===== src/rtl/assert_macros.svh =====
// Assertion macros for the RTL; the top-level evaluator includes them.
`ifndef ASSERT_MACROS_SVH
`define ASSERT_MACROS_SVH
`ifndef SYNTHESIS
`define ASSERT_CLK(lbl, clk, rst_n, prop) \
  lbl: assert property (@(posedge clk) disable iff (!rst_n) prop) \
    else $error("assertion failed");
`define ASSERT_NEVER(lbl, clk, rst_n, cond) \
  lbl: assert property (@(posedge clk) disable iff (!rst_n) !(cond)) \
    else $error("forbidden condition seen");
`else
`define ASSERT_CLK(lbl, clk, rst_n, prop)
`define ASSERT_NEVER(lbl, clk, rst_n, cond)
`endif
`endif


===== src/rtl/ase_pkg.sv =====
package ase_pkg;

  localparam int unsigned ArgW      = 31;
  localparam int unsigned SumW      = 36;
  localparam int unsigned SumMagW   = 34;
  localparam int unsigned CountW    = 9;
  localparam int unsigned LimitW    = 8;
  localparam int unsigned DenW      = 10;
  localparam int unsigned FracBits  = 30;
  localparam int unsigned DivSteps  = 31;
  localparam int unsigned DivCntW   = 5;
  localparam int unsigned PcW       = 4;
  localparam int unsigned ProgLen   = 9;

  localparam logic [PcW-1:0] PcIdle = 4'd0;
  localparam logic [PcW-1:0] PcLoop = 4'd3;
  localparam logic [PcW-1:0] PcDiv  = 4'd5;
  localparam logic [PcW-1:0] PcEmit = 4'd8;

  localparam logic [ArgW-1:0] ThrReset = 31'd11;

  typedef enum logic [3:0] {
    OP_NONE     = 4'd0,
    OP_LOAD     = 4'd1,
    OP_MUL_SQ   = 4'd2,
    OP_SET_SQ   = 4'd3,
    OP_DIV_INIT = 4'd4,
    OP_DIV_STEP = 4'd5,
    OP_ADD      = 4'd6,
    OP_SET_MAG  = 4'd7,
    OP_EMIT     = 4'd8
  } op_e;

  typedef enum logic [2:0] {
    C_NEXT      = 3'd0,
    C_ALWAYS    = 3'd1,
    C_NOT_START = 3'd2,
    C_I_GT_LIM  = 3'd3,
    C_DIV_MORE  = 3'd4,
    C_TERM_LOW  = 3'd5
  } cond_e;

  typedef struct packed {
    op_e            op;
    cond_e          cond;
    logic           squash;
    logic [PcW-1:0] target;
  } uword_t;

  typedef struct packed {
    op_e op;
  } ctrl_t;

  typedef struct packed {
    logic i_gt_limit;
    logic div_more;
    logic term_low;
  } status_t;

  // The squash bit drops the step's operation when its jump is taken.
  function automatic uword_t ucode(input logic [PcW-1:0] pc);
    uword_t w;
    case (pc)
      4'd0:    w = '{op: OP_LOAD,     cond: C_NOT_START, squash: 1'b1, target: PcIdle};
      4'd1:    w = '{op: OP_MUL_SQ,   cond: C_NEXT,      squash: 1'b0, target: PcIdle};
      4'd2:    w = '{op: OP_SET_SQ,   cond: C_NEXT,      squash: 1'b0, target: PcIdle};
      4'd3:    w = '{op: OP_NONE,     cond: C_I_GT_LIM,  squash: 1'b0, target: PcEmit};
      4'd4:    w = '{op: OP_DIV_INIT, cond: C_NEXT,      squash: 1'b0, target: PcIdle};
      4'd5:    w = '{op: OP_DIV_STEP, cond: C_DIV_MORE,  squash: 1'b0, target: PcDiv};
      4'd6:    w = '{op: OP_ADD,      cond: C_TERM_LOW,  squash: 1'b1, target: PcEmit};
      4'd7:    w = '{op: OP_SET_MAG,  cond: C_ALWAYS,    squash: 1'b0, target: PcLoop};
      4'd8:    w = '{op: OP_EMIT,     cond: C_ALWAYS,    squash: 1'b0, target: PcIdle};
      default: w = '{op: OP_NONE,     cond: C_ALWAYS,    squash: 1'b0, target: PcIdle};
    endcase
    return w;
  endfunction

endpackage


===== src/rtl/ase_divider.sv =====
module ase_divider
  import ase_pkg::*;
(
  input  logic                 clk_i,
  input  logic                 init_i,
  input  logic                 step_i,
  input  logic [ArgW-1:0]      dividend_i,
  input  logic [DenW-1:0]      divisor_i,
  output logic [ArgW-1:0]      quotient_o,
  output logic                 more_o
);

  logic [DenW-1:0]    rem_q, rem_d;
  logic [ArgW-1:0]    quo_q, quo_d;
  logic [DenW-1:0]    div_q, div_d;
  logic [DivCntW-1:0] cnt_q, cnt_d;
  logic [DenW:0]      trial;
  logic               fits;

  assign trial = {rem_q, quo_q[ArgW-1]};
  assign fits  = trial >= {1'b0, div_q};

  always_comb begin
    rem_d = rem_q;
    quo_d = quo_q;
    div_d = div_q;
    cnt_d = cnt_q;
    if (init_i) begin
      rem_d = '0;
      quo_d = dividend_i;
      div_d = divisor_i;
      cnt_d = '0;
    end else if (step_i) begin
      rem_d = fits ? DenW'(trial - {1'b0, div_q}) : trial[DenW-1:0];
      quo_d = {quo_q[ArgW-2:0], fits};
      cnt_d = cnt_q + 1'b1;
    end
  end

  always_ff @(posedge clk_i) begin
    rem_q <= rem_d;
    quo_q <= quo_d;
    div_q <= div_d;
    cnt_q <= cnt_d;
  end

  assign quotient_o = quo_q;
  assign more_o     = cnt_q != DivCntW'(DivSteps - 1);

endmodule


===== src/rtl/ase_datapath.sv =====
module ase_datapath
  import ase_pkg::*;
#(
  parameter int unsigned MAX_TERMS = 255
) (
  input  logic                     clk_i,
  input  logic                     rst_ni,
  input  ctrl_t                    ctrl_i,
  input  logic [LimitW-1:0]        term_limit_i,
  input  logic signed [ArgW-1:0]   argument_i,
  input  logic [ArgW-1:0]          threshold_i,
  output status_t                  status_o,
  output logic signed [SumW-1:0]   series_sum_o,
  output logic [CountW-1:0]        terms_added_o,
  output logic                     done_o
);

  localparam logic [SumMagW:0] SumMax = {1'b0, {SumMagW{1'b1}}};

  logic [ArgW-1:0]     mag_q, mag_d;
  logic [ArgW-1:0]     sq_q, sq_d;
  logic [2*ArgW-1:0]   prod_q, prod_d;
  logic [SumMagW-1:0]  sum_q, sum_d;
  logic [CountW-1:0]   count_q, count_d;
  logic [CountW-1:0]   idx_q, idx_d;
  logic [LimitW-1:0]   limit_q, limit_d;
  logic                neg_q, neg_d;
  logic [SumW-1:0]     res_q, res_d;
  logic [CountW-1:0]   terms_q, terms_d;
  logic                done_q;

  logic [ArgW-1:0]     arg_u;
  logic [ArgW-1:0]     mul_b;
  logic [SumMagW:0]    sum_wide;
  logic [SumW-1:0]     sum_ext;
  logic [ArgW-1:0]     term;
  logic [DenW-1:0]     den;

  assign arg_u    = ArgW'(argument_i);
  assign den      = {idx_q, 1'b1};
  assign mul_b    = (ctrl_i.op == OP_MUL_SQ) ? mag_q : sq_q;
  assign sum_wide = {1'b0, sum_q} + (SumMagW+1)'(term);
  assign sum_ext  = SumW'(sum_q);

  ase_divider u_div (
    .clk_i      (clk_i),
    .init_i     (ctrl_i.op == OP_DIV_INIT),
    .step_i     (ctrl_i.op == OP_DIV_STEP),
    .dividend_i (mag_q),
    .divisor_i  (den),
    .quotient_o (term),
    .more_o     (status_o.div_more)
  );

  assign status_o.i_gt_limit = idx_q > {1'b0, limit_q};
  assign status_o.term_low   = term < threshold_i;

  always_comb begin
    mag_d   = mag_q;
    sq_d    = sq_q;
    prod_d  = prod_q;
    sum_d   = sum_q;
    count_d = count_q;
    idx_d   = idx_q;
    limit_d = limit_q;
    neg_d   = neg_q;
    res_d   = res_q;
    terms_d = terms_q;
    case (ctrl_i.op)
      OP_LOAD: begin
        neg_d   = arg_u[ArgW-1];
        mag_d   = arg_u[ArgW-1] ? ArgW'(~arg_u + 1'b1) : arg_u;
        sum_d   = '0;
        count_d = '0;
        idx_d   = '0;
        limit_d = (32'(term_limit_i) > 32'(MAX_TERMS)) ? LimitW'(MAX_TERMS) : term_limit_i;
      end
      OP_MUL_SQ: begin
        prod_d = mag_q * mul_b;
      end
      OP_SET_SQ: begin
        sq_d = prod_q[FracBits+ArgW-1:FracBits];
      end
      OP_ADD: begin
        sum_d   = (sum_wide > SumMax) ? SumMagW'(SumMax) : sum_wide[SumMagW-1:0];
        count_d = count_q + 1'b1;
        prod_d  = mag_q * mul_b;
      end
      OP_SET_MAG: begin
        mag_d = prod_q[FracBits+ArgW-1:FracBits];
        idx_d = idx_q + 1'b1;
      end
      OP_EMIT: begin
        res_d   = neg_q ? SumW'(~sum_ext + 1'b1) : sum_ext;
        terms_d = count_q;
      end
      default: begin
      end
    endcase
  end

  always_ff @(posedge clk_i) begin
    mag_q   <= mag_d;
    sq_q    <= sq_d;
    prod_q  <= prod_d;
    sum_q   <= sum_d;
    count_q <= count_d;
    idx_q   <= idx_d;
    limit_q <= limit_d;
    neg_q   <= neg_d;
    res_q   <= res_d;
    terms_q <= terms_d;
  end

  always_ff @(posedge clk_i or negedge rst_ni) begin
    if (!rst_ni) begin
      done_q <= 1'b0;
    end else begin
      done_q <= ctrl_i.op == OP_EMIT;
    end
  end

  assign series_sum_o  = signed'(res_q);
  assign terms_added_o = terms_q;
  assign done_o        = done_q;

endmodule


===== src/rtl/ase_sequencer.sv =====
module ase_sequencer
  import ase_pkg::*;
(
  input  logic    clk_i,
  input  logic    rst_ni,
  input  logic    start,
  input  status_t status_i,
  output ctrl_t   ctrl_o,
  output logic    busy
);

  logic [PcW-1:0] pc_q, pc_d;
  uword_t         word;
  logic           jump;

  assign word = ucode(pc_q);

  always_comb begin
    case (word.cond)
      C_NEXT:      jump = 1'b0;
      C_ALWAYS:    jump = 1'b1;
      C_NOT_START: jump = !start;
      C_I_GT_LIM:  jump = status_i.i_gt_limit;
      C_DIV_MORE:  jump = status_i.div_more;
      C_TERM_LOW:  jump = status_i.term_low;
      default:     jump = 1'b1;
    endcase
  end

  assign pc_d      = jump ? word.target : pc_q + 1'b1;
  assign ctrl_o.op = (jump && word.squash) ? OP_NONE : word.op;
  assign busy      = pc_q != PcIdle;

  always_ff @(posedge clk_i or negedge rst_ni) begin
    if (!rst_ni) begin
      pc_q <= PcIdle;
    end else begin
      pc_q <= pc_d;
    end
  end

endmodule


===== src/rtl/atanh_series_evaluator.sv =====
// The sum ends when the term index passes the term limit or when a term falls
// below the stop threshold. The serial divider yields one quotient bit per cycle.
// One item at a time: busy stays high until the result strobe; done_o is high
// for one cycle and the receiver cannot stall. Reset clears the sequencer and
// loads the stop threshold with 11.
`include "assert_macros.svh"

module atanh_series_evaluator
  import ase_pkg::*;
#(
  parameter int unsigned MAX_TERMS = 255
) (
  input  logic                     clk_i,
  input  logic                     rst_ni,
  input  logic                     start,
  output logic                     busy,
  input  logic [LimitW-1:0]        term_limit_i,
  input  logic signed [ArgW-1:0]   argument_i,
  output logic                     done_o,
  output logic signed [SumW-1:0]   series_sum_o,
  output logic [CountW-1:0]        terms_added_o,
  input  logic                     cfg_valid_i,
  output logic                     cfg_ready_o,
  input  logic [ArgW-1:0]          cfg_data_i
);

  ctrl_t           ctrl;
  status_t         status;
  logic [ArgW-1:0] thr_q;

  assign cfg_ready_o = 1'b1;

  always_ff @(posedge clk_i or negedge rst_ni) begin
    if (!rst_ni) begin
      thr_q <= ThrReset;
    end else if (cfg_valid_i && cfg_ready_o) begin
      thr_q <= cfg_data_i;
    end
  end

  ase_sequencer u_seq (
    .clk_i    (clk_i),
    .rst_ni   (rst_ni),
    .start    (start),
    .status_i (status),
    .ctrl_o   (ctrl),
    .busy     (busy)
  );

  ase_datapath #(
    .MAX_TERMS (MAX_TERMS)
  ) u_dp (
    .clk_i         (clk_i),
    .rst_ni        (rst_ni),
    .ctrl_i        (ctrl),
    .term_limit_i  (term_limit_i),
    .argument_i    (argument_i),
    .threshold_i   (thr_q),
    .status_o      (status),
    .series_sum_o  (series_sum_o),
    .terms_added_o (terms_added_o),
    .done_o        (done_o)
  );

  `ASSERT_CLK(a_done_idle, clk_i, rst_ni, done_o |-> !busy)
  `ASSERT_CLK(a_start_busy, clk_i, rst_ni, (start && !busy) |=> busy)
  `ASSERT_CLK(a_done_pulse, clk_i, rst_ni, done_o |=> !done_o)
  `ASSERT_NEVER(a_count_cap, clk_i, rst_ni, done_o && (terms_added_o > 9'd256))

endmodule


===== config.mk =====
export PLATFORM = sky130hd
export DESIGN_NAME = atanh_series_evaluator
export DESIGN_NICKNAME = d
export VERILOG_FILES = /design/src/rtl/ase_pkg.sv /design/src/rtl/ase_divider.sv /design/src/rtl/ase_datapath.sv /design/src/rtl/ase_sequencer.sv /design/src/rtl/atanh_series_evaluator.sv
export VERILOG_INCLUDE_DIRS = /design/src /design/src/rtl
export SDC_FILE = /design/constraint.sdc
export NUM_CORES = 2
export LEC_CHECK = 0
export BUFFER_PORTS_ARGS = -buffer_cell sky130_fd_sc_hd__buf_4
export CAP_MARGIN = 10
export CORE_ASPECT_RATIO = 0.7
export CORE_MARGIN = 2
export CORE_UTILIZATION = 56
export CTS_BUF_LIST = sky130_fd_sc_hd__clkbuf_16
export DETAILED_ROUTE_END_ITERATION = 16
export GPL_TIMING_DRIVEN = 0
export PLACE_DENSITY_LB_ADDON = 0.1
export SLEW_MARGIN = 0
export SYNTH_ARGS = -nofsm -noshare
export SYNTH_HDL_FRONTEND = slang
export SYNTH_SLANG_ARGS = --single-unit

===== constraint.sdc =====
create_clock -name clk_i -period 18.2 [get_ports clk_i]
set_input_delay 0 -clock clk_i [delete_from_list [all_inputs] [get_ports clk_i]]
set_output_delay 0 -clock clk_i [all_outputs]
set_load 0.005 [all_outputs]

==> report_table.html <==
<table>
<tr><th>Metric</th><th>Value</th></tr>
<tr><th colspan="2">Status</th></tr>
<tr><td>Outcome</td><td>complete, no violations</td></tr>
<tr><th colspan="2">Timing</th></tr>
<tr><td>RSZ-0062 raised after global routing</td><td>no</td></tr>
<tr><td>Max-Slew Margin vs Limit</td><td>0.0442</td></tr>
<tr><td>Period Utilization, post-route</td><td>0.745</td></tr>
<tr><td>Maximum clock frequency</td><td>73.8 MHz</td></tr>
<tr><td>Endpoints failing hold</td><td>0</td></tr>
<tr><td>Count of final setup violators</td><td>0</td></tr>
<tr><td>Slew at the pin closest to its max-slew limit</td><td>1.43 ns</td></tr>
<tr><td>Fin Clk Skew</td><td>0.0136 ns</td></tr>
<tr><td>Post-layout worst setup margin</td><td>4.64 ns</td></tr>
<tr><td>Pins over their slew limit</td><td>0</td></tr>
<tr><td>Aggregate negative setup slack</td><td>0 ns</td></tr>
<tr><td>Post-layout minimum cycle time</td><td>13.56 ns</td></tr>
<tr><td>Final Hold Slack</td><td>0.0636 ns</td></tr>
<tr><th colspan="2">Critical path</th></tr>
<tr><td>Reg-to-reg slack, setup</td><td>4.64 ns</td></tr>
<tr><td>Maximum fanout encountered on the critical timing path</td><td>11</td></tr>
<tr><td>Data required time at the worst endpoint</td><td>18.47 ns</td></tr>
<tr><td>Highest-delay cell along the critical path</td><td>sky130_fd_sc_hd__a21oi_1</td></tr>
<tr><td>Most frequent CP cell</td><td>sky130_fd_sc_hd__fa_1</td></tr>
<tr><td>Kind of start point of the critical path</td><td>register</td></tr>
<tr><td>Critical Path Sink</td><td>u_dp.prod_q[46]</td></tr>
<tr><td>FF-to-FF Start</td><td>u_seq.pc_q[0]</td></tr>
<tr><td>Worst setup path start</td><td>u_seq.pc_q[0]</td></tr>
<tr><td>Worst path max stage delay</td><td>0.85 ns</td></tr>
<tr><td>Critical R2R Capture</td><td>u_dp.prod_q[46]</td></tr>
<tr><td>Category of the critical setup timing path</td><td>register to register</td></tr>
<tr><td>Crit. End Element</td><td>register</td></tr>
<tr><td>Depth of the worst register-to-register path</td><td>33</td></tr>
<tr><td>Worst path arrival time</td><td>13.83 ns</td></tr>
<tr><th colspan="2">Place</th></tr>
<tr><td>Area post-placement</td><td>48,000 µm²</td></tr>
<tr><td>Post-detailed-placement half-perimeter wirelength</td><td>132,000 µm</td></tr>
<tr><td>Count of input and output buffers</td><td>119</td></tr>
<tr><td>Final RePlAce weighted congestion</td><td>1.06</td></tr>
<tr><td>Minimum setup slack after placement</td><td>5.02 ns</td></tr>
<tr><th colspan="2">Logic synthesis</th></tr>
<tr><td>Post-Synth XOR/XNOR Area</td><td>0.0279</td></tr>
<tr><td>Compound-gate portion of the synthesized area</td><td>0.0686</td></tr>
<tr><td>Count of flip-flops with a built-in enable after synthesis</td><td>239</td></tr>
<tr><td>Syn. warnings</td><td>0</td></tr>
<tr><td>Area of the mapped netlist</td><td>45,600 µm²</td></tr>
<tr><td>Multiplexer share of the synthesized area</td><td>0.0110</td></tr>
<tr><td>Count of unique library cells instantiated by Yosys</td><td>77</td></tr>
<tr><td>Synthesis-stage register bit count</td><td>290</td></tr>
<tr><td>Top_reg_cell synth</td><td>sky130_fd_sc_hd__edfxtp_1</td></tr>
<tr><td>Instance count of the mapped netlist</td><td>4,728</td></tr>
<tr><td>Share of synthesized cell area in full adder, half adder and majority cells</td><td>0.460</td></tr>
<tr><td>Combinational family with the most area after synthesis</td><td>adder cells</td></tr>
<tr><td>Simple-gate area share of the yosys netlist</td><td>0.155</td></tr>
<tr><td>Mean cell area of the mapped netlist</td><td>9.64 µm²</td></tr>
<tr><td>Fraction of registers with async set/reset</td><td>0.124</td></tr>
<tr><td>Sequential fraction of the synthesis area</td><td>0.184</td></tr>
<tr><td>Net Count, Synth</td><td>5,975</td></tr>
<tr><th colspan="2">Floorplan</th></tr>
<tr><td>Number of top-level pins</td><td>122</td></tr>
<tr><td>Num rows</td><td>87</td></tr>
<tr><td>Core footprint</td><td>80,600 µm²</td></tr>
<tr><td>Starting Density</td><td>0.566</td></tr>
<tr><td>Die span in x</td><td>345 µm</td></tr>
<tr><td>Area of the die</td><td>83,700 µm²</td></tr>
<tr><td>Die Span Y</td><td>243 µm</td></tr>
<tr><th colspan="2">Routing</th></tr>
<tr><td>WL final</td><td>161,000 µm</td></tr>
<tr><td>Antenna Violating Nets Remaining</td><td>0</td></tr>
<tr><td>DR pass1 iterations</td><td>6</td></tr>
<tr><td>Detailed-route via count</td><td>35,100</td></tr>
<tr><td>Residual DRC count</td><td>0</td></tr>
<tr><td>Detail-routed net length per standard cell</td><td>26.6 µm</td></tr>
<tr><td>DRC marker count from the first detailed-route iteration</td><td>3,830</td></tr>
<tr><td>Average via count per standard cell</td><td>5.80</td></tr>
<tr><th colspan="2">Global route</th></tr>
<tr><td>Most crowded layer after global routing</td><td>met1</td></tr>
<tr><td>GR Overflow Total</td><td>0</td></tr>
<tr><td>GRT Total Usage</td><td>0.394</td></tr>
<tr><td>Pin count of the biggest net entering global routing</td><td>40</td></tr>
<tr><td>Met1 Track Usage GR</td><td>0.588</td></tr>
<tr><td>Vias in the first global route</td><td>35,800</td></tr>
<tr><td>Number of antenna violations at the first check in global routing</td><td>21</td></tr>
<tr><td>Fraction of met2 tracks used by global routing</td><td>0.526</td></tr>
<tr><td>Met3 Resource Use GR</td><td>0.145</td></tr>
<tr><td>First-pass GRT wire length</td><td>239,000 µm</td></tr>
<tr><th colspan="2">Final layout</th></tr>
<tr><td>Layout cell share with drive strength beyond 1</td><td>0.0480</td></tr>
<tr><td>Final Instance Area</td><td>49,600 µm²</td></tr>
<tr><td>Synth-to-layout area growth</td><td>8.71%</td></tr>
<tr><td>Layout fillers</td><td>6,994</td></tr>
<tr><td>Net count, final</td><td>6,204</td></tr>
<tr><th colspan="2">CTS</th></tr>
<tr><td>Number of H-tree levels</td><td>1</td></tr>
<tr><td>CTS clock-pin slew for the worst setup and hold paths</td><td>0.07 ns</td></tr>
<tr><td>Clock latency on the worst-skew pair</td><td>0.55 ns</td></tr>
<tr><td>TritonCTS clock tree</td><td>built</td></tr>
<tr><td>Number of buffers inserted to repair setup after CTS</td><td>0</td></tr>
<tr><td>Clock buffer depth</td><td>3</td></tr>
<tr><td>Number of buffers inserted during clock tree synthesis</td><td>25</td></tr>
<tr><td>Cell chosen for the clock root</td><td>sky130_fd_sc_hd__clkbuf_16</td></tr>
<tr><td>Total number of clock tree sinks</td><td>290</td></tr>
<tr><th colspan="2">Worst hold path</th></tr>
<tr><td>Tightest Hold Check Type</td><td>input pin to async pin</td></tr>
<tr><th colspan="2">Flow run</th></tr>
<tr><td>Number of maximum-capacitance constraint violations</td><td>0</td></tr>
</table>
-- state kept, by name, indices dropped and copies added (netlist names), 9 cells and up --
name                   cells
u_dp.series_sum_o         36
u_dp.sum_q                34
thr_q                     31
u_dp.mag_q                31
u_dp.prod_q               31
u_dp.sq_q                 31
u_dp.u_div.quotient_o     31
u_dp.u_div.rem_q          10
u_dp.count_q               9
u_dp.idx_q                 9
u_dp.terms_added_o         9
u_dp.u_div.div_q           9
-- cell usage after synthesis (22+ instances only) --
master,count,area [µm²]
sky130_fd_sc_hd__inv_1,894,3360
sky130_fd_sc_hd__fa_1,837,16800
sky130_fd_sc_hd__nand2_1,647,2430
sky130_fd_sc_hd__and2_1,420,2630
sky130_fd_sc_hd__ha_1,336,4200
sky130_fd_sc_hd__edfxtp_1,239,7180
sky130_fd_sc_hd__clkbuf_1,229,860
sky130_fd_sc_hd__o21ai_0,160,801
sky130_fd_sc_hd__a21oi_1,141,706
sky130_fd_sc_hd__nor2b_1,99,619
sky130_fd_sc_hd__nor2_1,95,357
sky130_fd_sc_hd__xnor2_1,75,657
sky130_fd_sc_hd__xor2_1,70,613
sky130_fd_sc_hd__a21o_1,64,480
sky130_fd_sc_hd__mux2_2,34,383
sky130_fd_sc_hd__dfrtp_1,33,826
sky130_fd_sc_hd__nand3_1,33,165
sky130_fd_sc_hd__nand4_1,28,175
sky130_fd_sc_hd__o21a_1,26,195
sky130_fd_sc_hd__nor3_1,23,115
sky130_fd_sc_hd__nand2b_1,22,138
sky130_fd_sc_hd__o21bai_1,22,165
-- metrics by stage --
stage,cells,util
2_1_floorplan,4728,-
3_3_place_gp,5915,0.594
3_5_place_dp,5923,0.596
4_1_cts,6041,0.615
5_1_grt,6047,0.615
6_report,6051,0.615
-- kinds of logic after synthesis --
logic type	count (synthesis)
compound gates	505
flops	290
xor+xnor	145
mux	46
simple gates	1428
other cells	1
buf+inv	1140
fa+ha+maj	1173
-- critical path: cells and delay by family, from the launching register on --
kind	cells	cell delay, ns
fa+ha+maj	10	5.03
compound gates	12	4.12
buf+inv	7	2.87
xor+xnor	1	0.49
flops	1	0.37
simple gates	3	0.36
-- final cells by class --
type                    instances  area (µm²)  share of cell area
inverters                     896        3360              0.0679
plain buffers                 244         930              0.0188
multi-input cells            3298       32900               0.664
clock buffers                  27         676              0.0136
well taps                    1068        1340              0.0270
clock inverters                18         131             0.00265
repair buffers                202        1790              0.0362
flip-flops and latches        290        8380               0.169
diodes                          8        20.0            0.000404
-- worst min-delay path by stage --
stage	from	endpoint	slack, ns	depth (start not counted)
after CTS	rst_ni	thr_q[0]	0.02	2
after global routing	rst_ni	thr_q[0]	0.04	2
after detailed placement	rst_ni	u_seq.pc_q[2]	-0.005	1
final	rst_ni	thr_q[0]	0.06	2
after global placement	rst_ni	u_seq.pc_q[0]	-0.01	1
after floorplan	rst_ni	thr_q[10]	-0.30	0
-- metal layers --
layer	share of wire	routed length (µm)	vias to the layer above
met5	0.00086	138	-
met4	0.041	6600	20
met3	0.14	22200	341
met2	0.39	62500	2017
met1	0.43	69400	17700
li1	-	-	15000
-- repair_timing --
item,CTS,global route
endpoints found under the setup margin,0,0
endpoints found under the hold margin,106,0
gates resized for setup,0,0
hold buffers,73,0
-- cells in the final DEF (no fill, tap or decap), types with 99 or more instances in the layout --
| cell type | netlist | layout |
|---|---|---|
| sky130_fd_sc_hd__inv_1 | 894 | 898 |
| sky130_fd_sc_hd__and2_1 | 420 | 418 |
| sky130_fd_sc_hd__nor2b_1 | 99 | 99 |
| sky130_fd_sc_hd__clkbuf_1 | 229 | 229 |
| sky130_fd_sc_hd__o21ai_0 | 160 | 160 |
| sky130_fd_sc_hd__a21oi_1 | 141 | 141 |
| sky130_fd_sc_hd__buf_4 | 1 | 120 |
| sky130_fd_sc_hd__fa_1 | 837 | 837 |
| sky130_fd_sc_hd__ha_1 | 336 | 336 |
| sky130_fd_sc_hd__edfxtp_1 | 239 | 239 |
| sky130_fd_sc_hd__nand2_1 | 647 | 645 |
Power is left out: the tool's default activity adds up to more than one toggle a clock period on the data nets, which glitch-free logic cannot reach.
